### config.mk
export PLATFORM = sky130hd
export DESIGN_NAME = text_terminal_color_command_parser
export DESIGN_NICKNAME = d
export VERILOG_FILES = /design/src/sv/ttcc_pkg.sv /design/src/sv/ttcc_cursor.sv /design/src/sv/ttcc_cmd.sv /design/src/sv/text_terminal_color_command_parser.sv
export SDC_FILE = /design/constraint.sdc
export NUM_CORES = 1
export LEC_CHECK = 0
export BUFFER_PORTS_ARGS = -buffer_cell sky130_fd_sc_hd__buf_2
export CORE_MARGIN = 2
export CORE_UTILIZATION = 42
export CTS_BUF_LIST = sky130_fd_sc_hd__clkbuf_4
export DETAILED_ROUTE_END_ITERATION = 8
export SYNTH_ARGS = -nofsm -noshare
export SYNTH_HDL_FRONTEND = slang
export SYNTH_SLANG_ARGS = --single-unit
### constraint.sdc
create_clock -name clk -period 8.97 [get_ports clk]
set_clock_uncertainty 0.15 [all_clocks]
set_input_delay 1.3455 -clock clk [delete_from_list [all_inputs] [get_ports clk]]
set_output_delay 1.3455 -clock clk [all_outputs]
set_load 0.01 [all_outputs]
### src/sv/ttcc_pkg.sv
// Shared types, character codes and helper functions for the terminal color parser.
package ttcc_pkg;

  localparam logic [7:0] CH_LF = 8'h0A;
  localparam logic [7:0] CH_CR = 8'h0D;
  localparam logic [7:0] CH_UP_S = 8'h53;
  localparam logic [7:0] CH_UP_B = 8'h42;
  localparam logic [7:0] CH_UP_C = 8'h43;
  localparam logic [7:0] CH_LO_S = 8'h73;
  localparam logic [7:0] CH_LO_B = 8'h62;
  localparam logic [7:0] CH_LO_C = 8'h63;

  localparam int CMD_LEN = 8;
  localparam int HEX_DIGITS = 6;
  localparam logic [2:0] CMD_LAST = 3'(CMD_LEN - 1);
  localparam logic [2:0] CMD_FIRST_FILL = 3'd1;

  localparam logic ACT_GLYPH = 1'b0;
  localparam logic ACT_CLEAR = 1'b1;

  typedef struct packed {
    logic lf;
    logic cr;
    logic glyph;
    logic clear;
  } ttcc_ctl_t;

  // {valid, value}
  function automatic logic [4:0] hex_digit(input logic [7:0] ch);
    logic [4:0] res;
    res = 5'd0;
    if (ch >= 8'h30 && ch <= 8'h39) begin
      res = {1'b1, 4'(ch - 8'h30)};
    end else if (ch >= 8'h41 && ch <= 8'h46) begin
      res = {1'b1, 4'(ch - 8'h41 + 8'd10)};
    end else if (ch >= 8'h61 && ch <= 8'h66) begin
      res = {1'b1, 4'(ch - 8'h61 + 8'd10)};
    end
    return res;
  endfunction

  function automatic logic [15:0] pack565(input logic [23:0] rgb);
    return {rgb[23:19], rgb[15:10], rgb[7:3]};
  endfunction

endpackage

### src/sv/ttcc_cursor.sv
// Text cursor: column and row of the current glyph cell with line wrap.
module ttcc_cursor #(
  parameter int DISPLAY_WIDTH = 240,
  parameter int DISPLAY_HEIGHT = 320,
  parameter int GLYPH_SIZE = 16,
  localparam int COL_W = $clog2(DISPLAY_WIDTH + 2 * GLYPH_SIZE),
  localparam int ROW_W = $clog2(DISPLAY_HEIGHT + 2 * GLYPH_SIZE)
) (
  input  logic             clk,
  input  logic             rst_n,
  input  logic             step,
  input  ttcc_pkg::ttcc_ctl_t ctl,
  output logic [COL_W-1:0] col,
  output logic [ROW_W-1:0] row
);

  localparam logic [COL_W-1:0] G_COL = COL_W'(GLYPH_SIZE);
  localparam logic [ROW_W-1:0] G_ROW = ROW_W'(GLYPH_SIZE);
  localparam logic [COL_W-1:0] W_COL = COL_W'(DISPLAY_WIDTH);
  localparam logic [ROW_W-1:0] H_ROW = ROW_W'(DISPLAY_HEIGHT);

  logic [COL_W-1:0] col_r, col_nxt, col_adv;
  logic [ROW_W-1:0] row_r, row_nxt, row_dn, row_wrap;
  logic             wrap;

  always_comb begin
    col_adv  = col_r + G_COL;
    row_dn   = row_r + G_ROW;
    row_wrap = (row_dn + G_ROW >= H_ROW) ? '0 : row_dn;
    wrap     = (col_adv + G_COL >= W_COL);
    col_nxt  = col_r;
    row_nxt  = row_r;
    if (step) begin
      if (ctl.lf) begin
        col_nxt = '0;
        row_nxt = row_wrap;
      end else if (ctl.cr) begin
        col_nxt = '0;
      end else if (ctl.glyph) begin
        if (wrap) begin
          col_nxt = '0;
          row_nxt = row_wrap;
        end else begin
          col_nxt = col_adv;
        end
      end
    end
  end

  always_ff @(posedge clk) begin
    if (!rst_n) begin
      col_r <= '0;
      row_r <= '0;
    end else begin
      col_r <= col_nxt;
      row_r <= row_nxt;
    end
  end

  assign col = col_r;
  assign row = row_r;

  a_col_range: assert property (@(posedge clk) disable iff (!rst_n) col_r < W_COL)
    else $error("cursor column out of range");
  a_row_range: assert property (@(posedge clk) disable iff (!rst_n) row_r < H_ROW)
    else $error("cursor row out of range");
  a_line_ctl: assert property (@(posedge clk) disable iff (!rst_n)
    step && (ctl.lf || ctl.cr) |=> col_r == '0)
    else $error("line control did not zero column");

endmodule

### src/sv/ttcc_cmd.sv
// Byte classifier and color command collector, decoder and color registers.
module ttcc_cmd #(
  parameter logic [15:0] TEXT_COLOR_AT_RESET = 16'hFFFF,
  parameter logic [15:0] BACKGROUND_COLOR_AT_RESET = 16'h0000
) (
  input  logic                clk,
  input  logic                rst_n,
  input  logic                step,
  input  logic [7:0]          rx_byte,
  output ttcc_pkg::ttcc_ctl_t ctl,
  output logic [15:0]         fore_nxt,
  output logic [15:0]         back_nxt
);

  logic        in_cmd_r, in_cmd_nxt;
  logic [2:0]  fill_r, fill_nxt;
  logic [7:0]  chars_r [0:ttcc_pkg::CMD_LEN-2];
  logic [15:0] fore_r, back_r;
  logic        wr_char;
  logic [2:0]  wr_idx;
  logic        opener, done, is_sc, is_bc;
  logic [7:0]  digs [0:ttcc_pkg::HEX_DIGITS-1];
  logic [23:0] rgb;
  logic        run;
  logic [4:0]  hd;

  always_comb begin
    for (int i = 0; i < ttcc_pkg::HEX_DIGITS - 1; i++) begin
      digs[i] = chars_r[i+2];
    end
    digs[ttcc_pkg::HEX_DIGITS-1] = rx_byte;
    rgb = '0;
    run = 1'b1;
    hd  = '0;
    for (int i = 0; i < ttcc_pkg::HEX_DIGITS; i++) begin
      hd = ttcc_pkg::hex_digit(digs[i]);
      if (run && hd[4]) begin
        rgb = {rgb[19:0], hd[3:0]};
      end else begin
        run = 1'b0;
      end
    end
  end

  always_comb begin
    is_sc = (chars_r[0] == ttcc_pkg::CH_UP_S && chars_r[1] == ttcc_pkg::CH_UP_C) ||
            (chars_r[0] == ttcc_pkg::CH_LO_S && chars_r[1] == ttcc_pkg::CH_LO_C);
    is_bc = (chars_r[0] == ttcc_pkg::CH_UP_B && chars_r[1] == ttcc_pkg::CH_UP_C) ||
            (chars_r[0] == ttcc_pkg::CH_LO_B && chars_r[1] == ttcc_pkg::CH_LO_C);
    opener = (rx_byte == ttcc_pkg::CH_UP_S) || (rx_byte == ttcc_pkg::CH_UP_B) ||
             (rx_byte == ttcc_pkg::CH_LO_S) || (rx_byte == ttcc_pkg::CH_LO_B);
    ctl.lf    = (rx_byte == ttcc_pkg::CH_LF);
    ctl.cr    = (rx_byte == ttcc_pkg::CH_CR);
    ctl.glyph = 1'b0;
    ctl.clear = 1'b0;
    done       = 1'b0;
    in_cmd_nxt = in_cmd_r;
    fill_nxt   = fill_r;
    wr_char    = 1'b0;
    wr_idx     = fill_r;
    fore_nxt   = fore_r;
    back_nxt   = back_r;
    if (!ctl.lf && !ctl.cr) begin
      if (!in_cmd_r) begin
        if (opener) begin
          in_cmd_nxt = 1'b1;
          fill_nxt   = ttcc_pkg::CMD_FIRST_FILL;
          wr_char    = 1'b1;
          wr_idx     = '0;
        end else begin
          ctl.glyph = 1'b1;
        end
      end else if (fill_r == ttcc_pkg::CMD_LAST) begin
        done       = 1'b1;
        in_cmd_nxt = 1'b0;
        fill_nxt   = '0;
      end else begin
        wr_char  = 1'b1;
        fill_nxt = fill_r + 3'd1;
      end
    end
    if (done && is_sc) begin
      fore_nxt = ttcc_pkg::pack565(rgb);
    end
    if (done && is_bc) begin
      back_nxt  = ttcc_pkg::pack565(rgb);
      ctl.clear = 1'b1;
    end
  end

  always_ff @(posedge clk) begin
    if (!rst_n) begin
      in_cmd_r <= 1'b0;
      fill_r   <= '0;
      fore_r   <= TEXT_COLOR_AT_RESET;
      back_r   <= BACKGROUND_COLOR_AT_RESET;
    end else if (step) begin
      in_cmd_r <= in_cmd_nxt;
      fill_r   <= fill_nxt;
      fore_r   <= fore_nxt;
      back_r   <= back_nxt;
    end
  end

  always_ff @(posedge clk) begin
    if (step && wr_char) begin
      chars_r[wr_idx] <= rx_byte;
    end
  end

  a_excl: assert property (@(posedge clk) disable iff (!rst_n)
    !(ctl.glyph && ctl.clear))
    else $error("glyph and clear at once");
  a_fill_idle: assert property (@(posedge clk) disable iff (!rst_n)
    !in_cmd_r |-> fill_r == '0)
    else $error("fill count nonzero outside command");
  a_open: assert property (@(posedge clk) disable iff (!rst_n)
    step && !in_cmd_r && opener && !ctl.lf && !ctl.cr |=> in_cmd_r)
    else $error("command did not open");

endmodule

### src/sv/text_terminal_color_command_parser.sv
// Top level of the character terminal byte parser with color commands.
// Input channel: in_valid/in_stall carry one received byte (in_rx_byte) per item.
// Output channel: out_valid/out_stall carry at most one result per input item:
//   a draw-glyph result (out_action 0) with cell position and both colors, or
//   a fill-screen result (out_action 1) after a background color command.
// Line feed, carriage return and command bytes give no result but the fill-screen.
// Path: a byte is held in an input register, then classified, cursor and colors
// updated and the result written to the output register.
// Throughput: one byte per cycle when not stalled, set by the single-pass update
// of the cursor and command registers between the input and output registers.
// When out_stall holds a waiting result, the byte in the input register waits
// and, once that register is full, in_stall rises; bytes that give no result
// also wait until the output register is free.
// Reset (rst_n low, synchronous) clears the cursor, leaves command mode and
// loads the reset colors; both channels come up empty.
module text_terminal_color_command_parser #(
  parameter int DISPLAY_WIDTH = 240,
  parameter int DISPLAY_HEIGHT = 320,
  parameter int GLYPH_SIZE = 16,
  parameter int TEXT_COLOR_AT_RESET = 65535,
  parameter int BACKGROUND_COLOR_AT_RESET = 0
) (
  input  logic        clk,
  input  logic        rst_n,
  input  logic        in_valid,
  output logic        in_stall,
  input  logic [7:0]  in_rx_byte,
  output logic        out_valid,
  input  logic        out_stall,
  output logic        out_action,
  output logic [7:0]  out_glyph_code,
  output logic [7:0]  out_pixel_x,
  output logic [8:0]  out_pixel_y,
  output logic [15:0] out_fore_color,
  output logic [15:0] out_back_color
);

  localparam int COL_W = $clog2(DISPLAY_WIDTH + 2 * GLYPH_SIZE);
  localparam int ROW_W = $clog2(DISPLAY_HEIGHT + 2 * GLYPH_SIZE);

  logic        s1_v_r, s1_v_nxt;
  logic [7:0]  s1_byte_r;
  logic        adv, fire, take;
  ttcc_pkg::ttcc_ctl_t ctl;
  logic [15:0] fore_nxt, back_nxt;
  logic [COL_W-1:0] col;
  logic [ROW_W-1:0] row;
  logic [31:0] col_ext, row_ext;

  logic        out_valid_r, out_valid_nxt;
  logic        out_action_r;
  logic [7:0]  out_glyph_r, out_x_r;
  logic [8:0]  out_y_r;
  logic [15:0] out_fore_r, out_back_r;

  assign adv      = !out_valid_r || !out_stall;
  assign fire     = s1_v_r && adv;
  assign in_stall = s1_v_r && !adv;
  assign take     = in_valid && !in_stall;
  assign s1_v_nxt = take || (s1_v_r && !fire);
  assign out_valid_nxt = fire ? (ctl.glyph || ctl.clear) : (out_valid_r && !adv);
  assign col_ext  = 32'(col);
  assign row_ext  = 32'(row);

  ttcc_cmd #(
    .TEXT_COLOR_AT_RESET       (16'(TEXT_COLOR_AT_RESET)),
    .BACKGROUND_COLOR_AT_RESET (16'(BACKGROUND_COLOR_AT_RESET))
  ) u_cmd (
    .clk      (clk),
    .rst_n    (rst_n),
    .step     (fire),
    .rx_byte  (s1_byte_r),
    .ctl      (ctl),
    .fore_nxt (fore_nxt),
    .back_nxt (back_nxt)
  );

  ttcc_cursor #(
    .DISPLAY_WIDTH  (DISPLAY_WIDTH),
    .DISPLAY_HEIGHT (DISPLAY_HEIGHT),
    .GLYPH_SIZE     (GLYPH_SIZE)
  ) u_cursor (
    .clk   (clk),
    .rst_n (rst_n),
    .step  (fire),
    .ctl   (ctl),
    .col   (col),
    .row   (row)
  );

  always_ff @(posedge clk) begin
    if (!rst_n) begin
      s1_v_r      <= 1'b0;
      out_valid_r <= 1'b0;
    end else begin
      s1_v_r      <= s1_v_nxt;
      out_valid_r <= out_valid_nxt;
    end
  end

  always_ff @(posedge clk) begin
    if (take) begin
      s1_byte_r <= in_rx_byte;
    end
    if (fire) begin
      out_fore_r <= fore_nxt;
      out_back_r <= back_nxt;
      if (ctl.clear) begin
        out_action_r <= ttcc_pkg::ACT_CLEAR;
        out_glyph_r  <= '0;
        out_x_r      <= '0;
        out_y_r      <= '0;
      end else begin
        out_action_r <= ttcc_pkg::ACT_GLYPH;
        out_glyph_r  <= s1_byte_r;
        out_x_r      <= col_ext[7:0];
        out_y_r      <= row_ext[8:0];
      end
    end
  end

  assign out_valid      = out_valid_r;
  assign out_action     = out_action_r;
  assign out_glyph_code = out_glyph_r;
  assign out_pixel_x    = out_x_r;
  assign out_pixel_y    = out_y_r;
  assign out_fore_color = out_fore_r;
  assign out_back_color = out_back_r;

  a_no_overrun: assert property (@(posedge clk) disable iff (!rst_n)
    out_valid_r && out_stall |-> !fire)
    else $error("stage advanced into a stalled output");
  a_clear_zero: assert property (@(posedge clk) disable iff (!rst_n)
    out_valid_r && out_action_r == ttcc_pkg::ACT_CLEAR |->
      out_glyph_r == '0 && out_x_r == '0 && out_y_r == '0)
    else $error("fill-screen result carries position");
  a_result_src: assert property (@(posedge clk) disable iff (!rst_n)
    fire && (ctl.glyph || ctl.clear) |=> out_valid_r)
    else $error("result lost");

endmodule
==> metrics.md, run 1 <==
| Metric | Value |
|---|---|
| Number of buffers created by CTS | 17 |
| Post-synthesis cell type with the largest combined area | edfxtp_1 |
| RSZ-0062 raised after global routing | false |
| HP Class | reg2reg |
| Number of flops mapped to enable cells by yosys | 114 |
| Slew at the pin closest to its max-slew limit | 1.15 ns |
| Initial DRC Count | 281 |
| Max-slew violation count | 0 |
| Result of the run | finished, final reports clean |
| Synth top cells by count | edfxtp_1 (114), nand2_1 (69), nor2_1 (50) |
| Die outline area | 19,800 sq um |
| Insertion delay of the later-clocked pin in the worst-skew pair | 0.55 ns |
| Via Count | 5,566 |
| Post-DP HPWL | 12,400 um |
| Min Hold Slack | 0.311 ns |
| Number of cell rows | 50 |
| Die height | 141 um |
| Sum of routed wire length over all layers | 17,400 um |
| Mean number of vias per cell | 5.54 |
| Number of cells after detailed placement | 972 |
| Seq/Total Area, Yosys | 55.7% |
| Synthesized flop and latch total | 162 |
| Worst path buffer plus inverter count | 1 |
| Series of cell instances along the critical path | ha_1 > ha_1 > and4bb_1 > and3_1 > nand3_1 > or3_1 > buf_4 > nor2_1 > o211ai_1 > a21oi_1 |
| Leakage power of the design | 3.12 nW |
| Max Cap Violations | 0 |
| # setup viols final | 0 |
| Largest fanout on the critical path | 39 |
| Horizontal die dimension | 141 um |
| Kind of critical path | reg2reg |
| Setup WS pre-CTS | 4.91 ns |
| Area added between synthesis and finish | 10.0% |
| Pre-antenna DRT Iters | 5 |
| All-Layer GR Usage | 18.1% |
| Kind of capture point of the worst setup path | flop |
| Fin cells | 1,005 |
| Setup fix buffers added after clock tree synthesis | 0 |
| Final hold violation count | 0 |
| Sink count of the clock tree | 162 |
| Netlist Area Pre-Place | 7870 sq um |
| Initial Utilization | 42.5% |
| Worst-case headroom to the max-slew limit | 23.0% |
| Clock transition at the register clock pins on the worst setup and hold paths after CTS | 0.12 ns |
| Maximum number of pins on one net before global-route repair | 54 |
| Core region area | 18,500 sq um |
| CTS tree | built |
| Standard cell with the maximum stage delay on the critical path | nor2_1 |
| Final critical-path required period | 3.64 ns |
| IR Drop Worst-Case VDD | 0.152 mV |
| CP required | 9.29 ns |
| CTS H-tree depth | 4 |
| Number of hold-repair buffers added at the cts stage | 0 |
| Wire length per cell | 17.3 um |
| Synth top area cells | edfxtp_1 (44%), dfxtp_1 (12%), ha_1 (4.3%) |
| Total Neg Setup Slack | 0 ns |
| Peak Freq | 275 MHz |
| Most common cell in the netlist | edfxtp_1 |
| Ratio of cells with drive above 1 in the final layout | 17.7% |
| Antenna-violating nets left | 0 |
| Arr. time, crit path | 3.97 ns |
| Number of antenna violations at the first check in global routing | 1 |
| Share of flip-flops with an asynchronous set or reset | 0% |
| Power Dens Cells | 149 nW/um^2 |
| Delay of the slowest cell on the worst path | 0.90 ns |
| Worst-case setup margin in the final layout | 5.33 ns |
| Fraction of post-synthesis cell area in the top cell type by area | 43.5% |
| Deepest clock path buffer count | 2 |
| Part of the cycle the worst path needs | 40.6% |
| Weighted congestion at the end of routability-driven global placement | 0.869 |
| Netlist cell types | 80 |
| Number of port buffers | 63 |
| Syn. warnings | 0 |
| Global route overflow | 0 |
| Most Frequent Cell on Critical Path | ha_1 |
| Clk root buf | clkbuf_4 |
| Number of global-route vias before repair | 5,341 |
| Launching element type of the critical path | flop |
| Post-cts sizing count | 0 |
| Largest delay contributor family on the critical path | simple AND/OR/NAND/NOR gates |
| Number of nets in the finished design | 796 |
| Post-synthesis instance total | 696 |
| Detailed-route DRC error count | 0 |
| Number of top-level design ports | 72 |
| Global-route wire length before repair | 28,000 um |
| Most common flop cell mapped by yosys | edfxtp_1 |
| Average cell area after synthesis | 11.3 sq um |
[sequential cells by signal, summed over array words and instances (netlist names), 5 cells and up]
register        flops
out_back_color     16
out_fore_color     16
out_glyph_code      8
out_pixel_y         5
s1_byte_r           8
u_cmd.back_r       16
u_cmd.chars_r      56
u_cmd.fore_r       16
u_cursor.col        5
u_cursor.row        5
[final cells by class]
type | instances | area (sq um)
clock inverters | 13 | 135
multi-input cells | 486 | 3260
repair buffers | 68 | 353
well taps | 234 | 293
inverters | 22 | 82.6
fillers | 1694 | 9860
flip-flops and latches | 162 | 4380
diodes | 1 | 2.50
clock buffers | 19 | 143
[where the power goes]
group	switching, mW	total (mW)	internal [mW]
clock network	0.253	0.425	0.172
registers	0.0127	0.823	0.810
logic	0.0286	0.0424	0.0138
total	0.294	1.29	0.995
[cell families (layout without fill, tap and decap cells)]
family,after synthesis,count (layout),share of synthesized area (%)
and+or+nand+nor,244,244,17.2
adders and majority gates,27,27,4.29
AOI/OAI and AO/OA,171,171,15.0
other,1,9,0.0477
muxes,24,24,3.24
xor gates and xnor gates,12,12,1.34
DFF,162,162,55.7
buffers and inverters,55,122,3.13
[tightest hold or removal path, stage by stage, from the launching register on]
cell	delay [ns]
dfxtp_1	0.33
nand2_1	0.05
a21oi_1	0.05
[final timing paths]
check / startpoint / depth (start not counted) / slack [ns] / to
worst max-delay path: u_cmd.fill_r[0]$_SDFFE_PN0P_ / 10 / 5.33 / u_cmd.back_r[10]$_SDFFE_PN0P_
worst max register to register: u_cmd.fill_r[0]$_SDFFE_PN0P_ / 10 / 5.33 / u_cmd.back_r[10]$_SDFFE_PN0P_
worst min-delay path: u_cmd.back_r[15]$_SDFFE_PN0P_ / 2 / 0.31 / u_cmd.back_r[15]$_SDFFE_PN0P_
worst min register to register: u_cmd.back_r[15]$_SDFFE_PN0P_ / 2 / 0.31 / u_cmd.back_r[15]$_SDFFE_PN0P_
[placed cells by master (no fill, tap or decap), types with 18 or more instances in the layout]
master and count:
and2_1 18, edfxtp_1 114, o21ai_0 42, ha_1 27
dfxtp_1 48, buf_2 63, a21oi_1 32, clkbuf_4 19
nand2_1 69, inv_1 20, nand3_1 24, nor2_1 50
[per-stage QoR]
step	power [mW]	util, %	area (sq um)
2_1_floorplan	0.863	-	7890
3_3_place_gp	0.881	45.2	8380
3_5_place_dp	0.883	45.2	8380
4_1_cts	1.31	46.7	8650
5_1_grt	1.35	46.7	8660
6_report	1.29	46.7	8660
[per-layer routing]
layer	part of all wire, %	track usage, %	up-vias
li1	-	-	2735
met1	46	23.8	2683
met2	48	30.4	140
met3	5.0	4.21	8
met4	0.63	4.95	0
met5	0	0	-
Note: power is estimated with default switching activity, not from simulation.
==> inputs of run 2 (changes only) <==
clock period = 3.77 ns   (was 8.97 ns; I/O delays follow)
==> run 2 against run 1 <==
Cell count up 2.1%. Worst hold slack worse by 0.24 ns. Sequential power up 140%. Global-route usage up 1.6 points. Design area up 3.1%. Total power rose to 2.6 times the previous value. Clock power rose to 3.0 times the previous value. Non-clock buffer count up 20. Critical path type unchanged. Critical endpoint is now u_cmd.back_r[14]$_SDFFE_PN0P_.
==> metrics.md, run 2 (synthesis results as in run 1) <==
| Metric | Value |
|---|---|
| Result of the run | finished, final reports clean |
| CTS tree | built |
| Series of cell instances along the critical path | ha_1 > ha_1 > and4bb_1 > and3_1 > nand3_1 > or3_1 > or2_1 > or4b_1 > a21oi_1 |
| Kind of capture point of the worst setup path | flop |
| Ratio of cells with drive above 1 in the final layout | 19.0% (+1.3 points) |
| Leakage power of the design | 3.26 nW (+4.4%) |
| Max-slew violation count | 0 (unchanged) |
| Final hold violation count | 0 (unchanged) |
| Leading cell type in the layout, fill and taps excluded | edfxtp_1 |
| Setup WS pre-CTS | 0.376 ns (-4.54 ns) |
| CP required | 4.11 ns (-5.18 ns) |
| Largest delay contributor family on the critical path | simple AND/OR/NAND/NOR gates |
| Number of port buffers | 63 (unchanged) |
| Arr. time, crit path | 3.59 ns (-0.38 ns) |
| Post-layout total power | 3.36 mW (+160%) |
| Pre-antenna DRT Iters | 7 (+2) |
| Total Neg Setup Slack | 0 ns (unchanged) |
| FF-to-FF Start | u_cmd.fill_r[0]$_SDFFE_PN0P_ |
| Clock transition at the register clock pins on the worst setup and hold paths after CTS | 0.14 ns (+0.02 ns) |
| Sum of routed wire length over all layers | 18,900 um (+8.5%) |
| Die outline area | 19,800 sq um (unchanged) |
| Number of buffers created by CTS | 17 (unchanged) |
| Filler cell count | 1,674 (-1.2%) |
| Worst path buffer plus inverter count | 0 (-1) |
| Max Cap Violations | 0 (unchanged) |
| Register-to-Register Setup Slack | 0.53 ns (-4.80 ns) |
| Peak Freq | 308 MHz (+12%) |
| Global-route wire length before repair | 30,400 um (+8.7%) |
| Final critical-path required period | 3.24 ns (-0.397 ns) |
| Hold path startpoint | in_valid |
| Horizontal die dimension | 141 um (unchanged) |
| Worst-case setup margin in the final layout | 0.525 ns (-4.80 ns) |
| Most Frequent Cell on Critical Path | ha_1 |
| Initial Utilization | 42.5% (unchanged) |
| Number of top-level design ports | 72 (unchanged) |
| Mean number of vias per cell | 5.61 (+1.2%) |
| Part of the cycle the worst path needs | 86.1% (+45 points) |
| Launching element type of the critical path | flop |
| Core region area | 18,500 sq um (unchanged) |
| Via Count | 5,752 (+3.3%) |
| All-Layer GR Usage | 19.7% (+1.6 points) |
| HP Class | in2reg |
| Worst hold endpoint | s1_v_r$_SDFF_PN0_ |
| Antenna-violating nets left | 0 (unchanged) |
| R2r endpoint | u_cmd.back_r[14]$_SDFFE_PN0P_ |
| Insertion delay of the later-clocked pin in the worst-skew pair | 0.57 ns (+0.02 ns) |
| Maximum number of pins on one net before global-route repair | 51 (-5.6%) |
| Number of cells after detailed placement | 984 (+1.2%) |
| Most used cells in the layout excluding fill and tap cells | edfxtp_1 (114), nand2_1 (69), buf_2 (63) |
| IR Drop Worst-Case VDD | 0.191 mV (+26%) |
| Min Hold Slack | 0.0762 ns (-0.235 ns) |
| Cell depth of the worst hold path | 3 (+1) |
| Fin cells | 1,026 (+2.1%) |
| CTS H-tree depth | 4 (unchanged) |
| # setup viols final | 0 (unchanged) |
| Slew at the pin closest to its max-slew limit | 1.17 ns (+0.0217 ns) |
| Detailed-route DRC error count | 0 (unchanged) |
| Number of antenna violations at the first check in global routing | 1 (unchanged) |
| Delay of the slowest cell on the worst path | 0.51 ns (-0.39 ns) |
| Crit. Startpoint | u_cmd.fill_r[0]$_SDFFE_PN0P_ |
| Number of nets in the finished design | 816 (+2.5%) |
| Sink count of the clock tree | 162 (unchanged) |
| Area added between synthesis and finish | 13.4% |
| Max reg flops | 56 (unchanged) |
| Largest fanout on the critical path | 14 (-64%) |
| Worst-case headroom to the max-slew limit | 21.7% (-1.2 points) |
| Most flops, register | u_cmd.chars_r |
| Post-DP HPWL | 13,500 um (+9.1%) |
| Number of global-route vias before repair | 5,726 (+7.2%) |
| Kind of critical path | reg2reg |
| Weighted congestion at the end of routability-driven global placement | 0.912 (+5.0%) |
| RSZ-0062 raised after global routing | false |
| Clk root buf | clkbuf_4 |
| Register-to-Register Path Depth | 9 (-1) |
| Number of cell rows | 50 (unchanged) |
| Initial DRC Count | 432 (+54%) |
| Deepest clock path buffer count | 2 (unchanged) |
| Die height | 141 um (unchanged) |
| Wire length per cell | 18.4 um (+6.2%) |
| Power Dens Cells | 376 nW/um^2 (+150%) |
| Global route overflow | 0 (unchanged) |
| Standard cell with the maximum stage delay on the critical path | or3_1 |
==> run 2: cell count changes in the layout (fill, tap and decap cells not counted), sizes merged <==
cell and change:
bufinv +4, inv -2, clkbuf -1, clkinvlp -1
buf +12, dlygate4sd3 +8, diode +1
==> run 2: worst register-to-register path: cells and delay by family (launching register included) <==
kind            cells  cell delay [ns]
flops               1             0.49
compound gates      1             0.15
fa+ha+maj           2             0.46
simple gates        6             1.92
==> run 2: power breakdown <==
group	internal (mW)	total [mW]	switching [mW]
Clock	0.666	1.29	0.621
Combinational	0.0404	0.115	0.0747
Sequential	1.93	1.95	0.0280
Total	2.63	3.36	0.724
==> run 2: final cells by class <==
| cell class | instances | area, sq um | share of cell area, % |
|---|---|---|---|
| tap | 234 | 293 | 3.28 |
| clock buffer | 18 | 135 | 1.51 |
| multi-input combinational | 486 | 3270 | 36.6 |
| antenna | 2 | 5.00 | 0.0561 |
| timing repair buffer | 88 | 523 | 5.86 |
| inverter | 22 | 82.6 | 0.925 |
| sequential | 162 | 4380 | 49.1 |
| clock inverter | 14 | 235 | 2.64 |
==> run 2: worst max-delay path by stage <==
stage                                          to  slack [ns]  cells after the start
global placement    u_cmd.back_r[14]$_SDFFE_PN0P_        0.58                      9
CTS                   out_back_color[0]$_DFFE_PP_        0.37                      9
global route          out_back_color[0]$_DFFE_PP_        0.19                      9
floorplan            u_cursor.row[6]$_SDFFE_PN0P_        0.85                      7
finish              u_cmd.back_r[14]$_SDFFE_PN0P_        0.53                      9
detailed placement    out_back_color[0]$_DFFE_PP_        0.38                      9
==> run 2: per-stage QoR <==
stage               area, sq um  util, %
finish                     8920     48.2
global route               8920     48.2
CTS                        8920     48.1
detailed placement         8470     45.7
global placement           8470     45.7
floorplan                  7890        -
==> run 2: what timing repair did <==
item,CTS,global route
hold endpoints to repair,8,0
hold buffers,8,0
setup endpoints to repair,0,1
gates resized for setup,0,1
buffers inserted,0,0
==> run 2: metal layers <==
metal / global-route usage (%) / vias to the layer above / part of all wire [%]
li1: - / 2771 / -
met1: 25.9 / 2811 / 45
met2: 33.7 / 148 / 49
met3: 2.99 / 22 / 3.9
met4: 6.53 / 0 / 1.6
met5: 0 / - / 0
==> inputs of run 3 (changes only) <==
ABC_AREA = 1   (was default)
==> run 3 against run 2 <==
Flip-flop and latch count is the same. Largest cell class unchanged. Synthesized cell count grew 27%. Critical endpoint is now out_fore_color[3]$_DFFE_PP_. Largest power group unchanged. Sequential power is essentially flat. Non-clock buffer count shrank 6. Critical path depth grew 4. First-iteration DRC count shrank 10%.
==> metrics.md, run 3 <==
| Metric | Value |
|---|---|
| Leakage power of the design | 3.73 nW (+15%) |
| Slew at the pin closest to its max-slew limit | 1.16 ns (-0.0146 ns) |
| Largest fanout on the critical path | 26 (+12) |
| Number of global-route vias before repair | 5,664 (-1.1%) |
| Global route overflow | 0 (unchanged) |
| Max-slew violation count | 0 (unchanged) |
| Number of cell rows | 50 (unchanged) |
| Maximum number of pins on one net before global-route repair | 70 (+37%) |
| RSZ-0062 raised after global routing | false |
| Average cell area after synthesis | 9.19 sq um (-19%) |
| Weighted congestion at the end of routability-driven global placement | 0.865 (-5.2%) |
| Most flops, register | u_cmd.chars_r |
| Die height | 143 um (+1.4%) |
| Fraction of post-synthesis cell area in the top cell type by area | 42.3% (-1.3 points) |
| Final hold violation count | 0 (unchanged) |
| Deepest clock path buffer count | 2 (unchanged) |
| CP required | 3.94 ns (-0.17 ns) |
| Netlist cell types | 52 (-35%) |
| Number of buffers created by CTS | 17 (unchanged) |
| Synth top area cells | edfxtp_1 (42%), dfxtp_1 (12%), nand2_1 (9.5%) |
| Initial DRC Count | 389 (-10%) |
| Synth top cells by count | nand2_1 (206), edfxtp_1 (114), inv_1 (91) |
| Post-synthesis instance total | 881 (+27%) |
| Syn. warnings | 0 (unchanged) |
| Detailed-route DRC error count | 0 (unchanged) |
| Number of port buffers | 63 (unchanged) |
| Result of the run | finished, final reports clean |
| Setup fix buffers added after clock tree synthesis | 0 (unchanged) |
| Antenna-violating nets left | 0 (unchanged) |
| Max reg flops | 56 (unchanged) |
| HP Class | in2reg |
| Insertion delay of the later-clocked pin in the worst-skew pair | 0.56 ns (about the same) |
| Ratio of cells with drive above 1 in the final layout | 16.8% (-2.1 points) |
| CTS tree | built |
| Global-route wire length before repair | 27,900 um (-8.4%) |
| Post-DP HPWL | 12,200 um (-9.6%) |
| Final critical-path required period | 3.03 ns (-0.212 ns) |
| Via Count | 6,015 (+4.6%) |
| Number of flops mapped to enable cells by yosys | 114 (unchanged) |
| Standard cell with the maximum stage delay on the critical path | edfxtp_1 |
| Peak Freq | 330 MHz (+7.0%) |
| Leading cell type in the layout, fill and taps excluded | nand2_1 |
| Sum of routed wire length over all layers | 17,000 um (-10%) |
| Die outline area | 20,400 sq um (+2.9%) |
| Most common cell in the netlist | nand2_1 |
| Area post-placement | 8680 sq um (+2.5%) |
| Most common flop cell mapped by yosys | edfxtp_1 |
| Horizontal die dimension | 143 um (+1.4%) |
| Share of flip-flops with an asynchronous set or reset | 0% (unchanged) |
| Number of hold-repair buffers added at the cts stage | 8 (unchanged) |
| Delay of the slowest cell on the worst path | 0.56 ns (+0.05 ns) |
| Core occupancy in the finished layout | 48.2% (about the same) |
| CTS H-tree depth | 4 (unchanged) |
| Netlist Area Pre-Place | 8100 sq um (+3.0%) |
| IR Drop Worst-Case VDD | 0.247 mV (+29%) |
| Post-synthesis cell type with the largest combined area | edfxtp_1 |
| Synthesized flop and latch total | 162 (unchanged) |
| Part of the cycle the worst path needs | 80.5% (-5.6 points) |
| Post-cts sizing count | 0 (unchanged) |
| Sink count of the clock tree | 162 (unchanged) |
| Number of top-level design ports | 72 (unchanged) |
| Mean number of vias per cell | 4.87 (-13%) |
| Total Neg Setup Slack | 0 ns (unchanged) |
| Area added between synthesis and finish | 11.9% |
| Kind of capture point of the worst setup path | flop |
| Series of cell instances along the critical path | inv_1 > nand2_1 > nor3_1 > nand2_1 > nand2_1 > nor2_1 > nand3_1 > inv_1 > nand3_1 > buf_4 > inv_1 > or2_2 > and2_1 |
| Kind of critical path | reg2reg |
| Clk root buf | clkbuf_4 |
| Launching element type of the critical path | flop |
| All-Layer GR Usage | 17.5% (-2.2 points) |
| Initial Utilization | 43.0% (+0.53 points) |
| Register-to-Register Setup Slack | 0.74 ns (+0.21 ns) |
| Power Dens Cells | 356 nW/um^2 (-5.5%) |
| Core region area | 18,800 sq um (+1.7%) |
| Most used cells in the layout excluding fill and tap cells | nand2_1 (206), edfxtp_1 (114), inv_1 (91) |
| Pre-antenna DRT Iters | 5 (-2) |
| Max Cap Violations | 0 (unchanged) |
| # setup viols final | 0 (unchanged) |
| Finished Cell Area | 9070 sq um (+1.6%) |
| Number of antenna violations at the first check in global routing | 0 (-1) |
| Arr. time, crit path | 3.20 ns (-0.39 ns) |
| Clock transition at the register clock pins on the worst setup and hold paths after CTS | 0.14 ns (about the same) |
| Wire length per cell | 13.8 um (-25%) |
| Number of nets in the finished design | 1,000 (+23%) |
| Inserted Diodes | 0 (-2) |
| Worst-case headroom to the max-slew limit | 22.7% (+0.98 points) |
| Seq/Total Area, Yosys | 54.1% (-1.6 points) |
## run 3: cell types whose count changed in the layout (fill, tap and decap cells not counted), sizes merged, moves of 16 or more
cell,delta
nand2,+150
inv,+80
nand3,+56
nor2,+25
a21oi,+16
## run 3: per-stage QoR
stage | setup slack [ns] | std cells | hold slack (ns) | total power, mW
finish | 0.737 | 1234 | 0.111 | 3.22
global route | 0.460 | 1234 | 0.107 | 3.35
CTS | 0.709 | 1234 | 0.0725 | 3.26
detailed placement | 0.734 | 1194 | 0.296 | 2.17
global placement | 0.860 | 1194 | 0.292 | 2.17
floorplan | 1.22 | 888 | 0.283 | 2.11
## run 3: kinds of logic after synthesis
| logic type | Yosys count | synth area share [%] |
|---|---|---|
| simple gates | 420 | 23.9 |
| flops | 162 | 54.1 |
| compound gates | 129 | 9.30 |
| buf+inv | 128 | 6.90 |
| fa+ha+maj | 27 | 4.17 |
| xor+xnor | 14 | 1.51 |
| other cells | 1 | 0.0463 |
## run 3: power by group
| part | internal, mW | switching, mW |
|---|---|---|
| combinational | 0.0572 | 0.0974 |
| sequential | 1.95 | 0.0298 |
| clock | 0.421 | 0.671 |
| total | 2.43 | 0.799 |
## run 3: area by class of cell
class                           instances  area (sq um)
Timing Repair Buffer                   82           478
Clock inverter                         14           174
Tap cell                              260           325
Multi-Input combinational cell        598          3190
Inverter                              100           380
Sequential cell                       162          4380
Clock buffer                           18           135
Fill cell                            1805          9760
## run 3: worst max-delay path, delay by kind of cell (launching register included)
kind,cells,cell delay [ns]
simple gates,9,1.29
buf+inv,4,0.79
flops,1,0.56
## run 3: routing by layer
layer	track usage (%)	part of all wire, %	up-vias
met5	0	0	-
met4	6.72	2.2	0
met3	3.25	3.4	30
met2	28.6	47	132
met1	23.2	47	2756
li1	-	-	3097
## run 3: path summary, 6_finish.rpt
path / from / end / cells past startpoint
setup reg to reg: s1_byte_r[6]$_DFFE_PP_ / out_fore_color[3]$_DFFE_PP_ / 13
hold / removal: in_valid / s1_v_r$_SDFF_PN0_ / 3
setup / recovery: s1_byte_r[6]$_DFFE_PP_ / out_fore_color[3]$_DFFE_PP_ / 13
hold reg to reg: u_cmd.back_r[15]$_SDFFE_PN0P_ / u_cmd.back_r[15]$_SDFFE_PN0P_ / 2
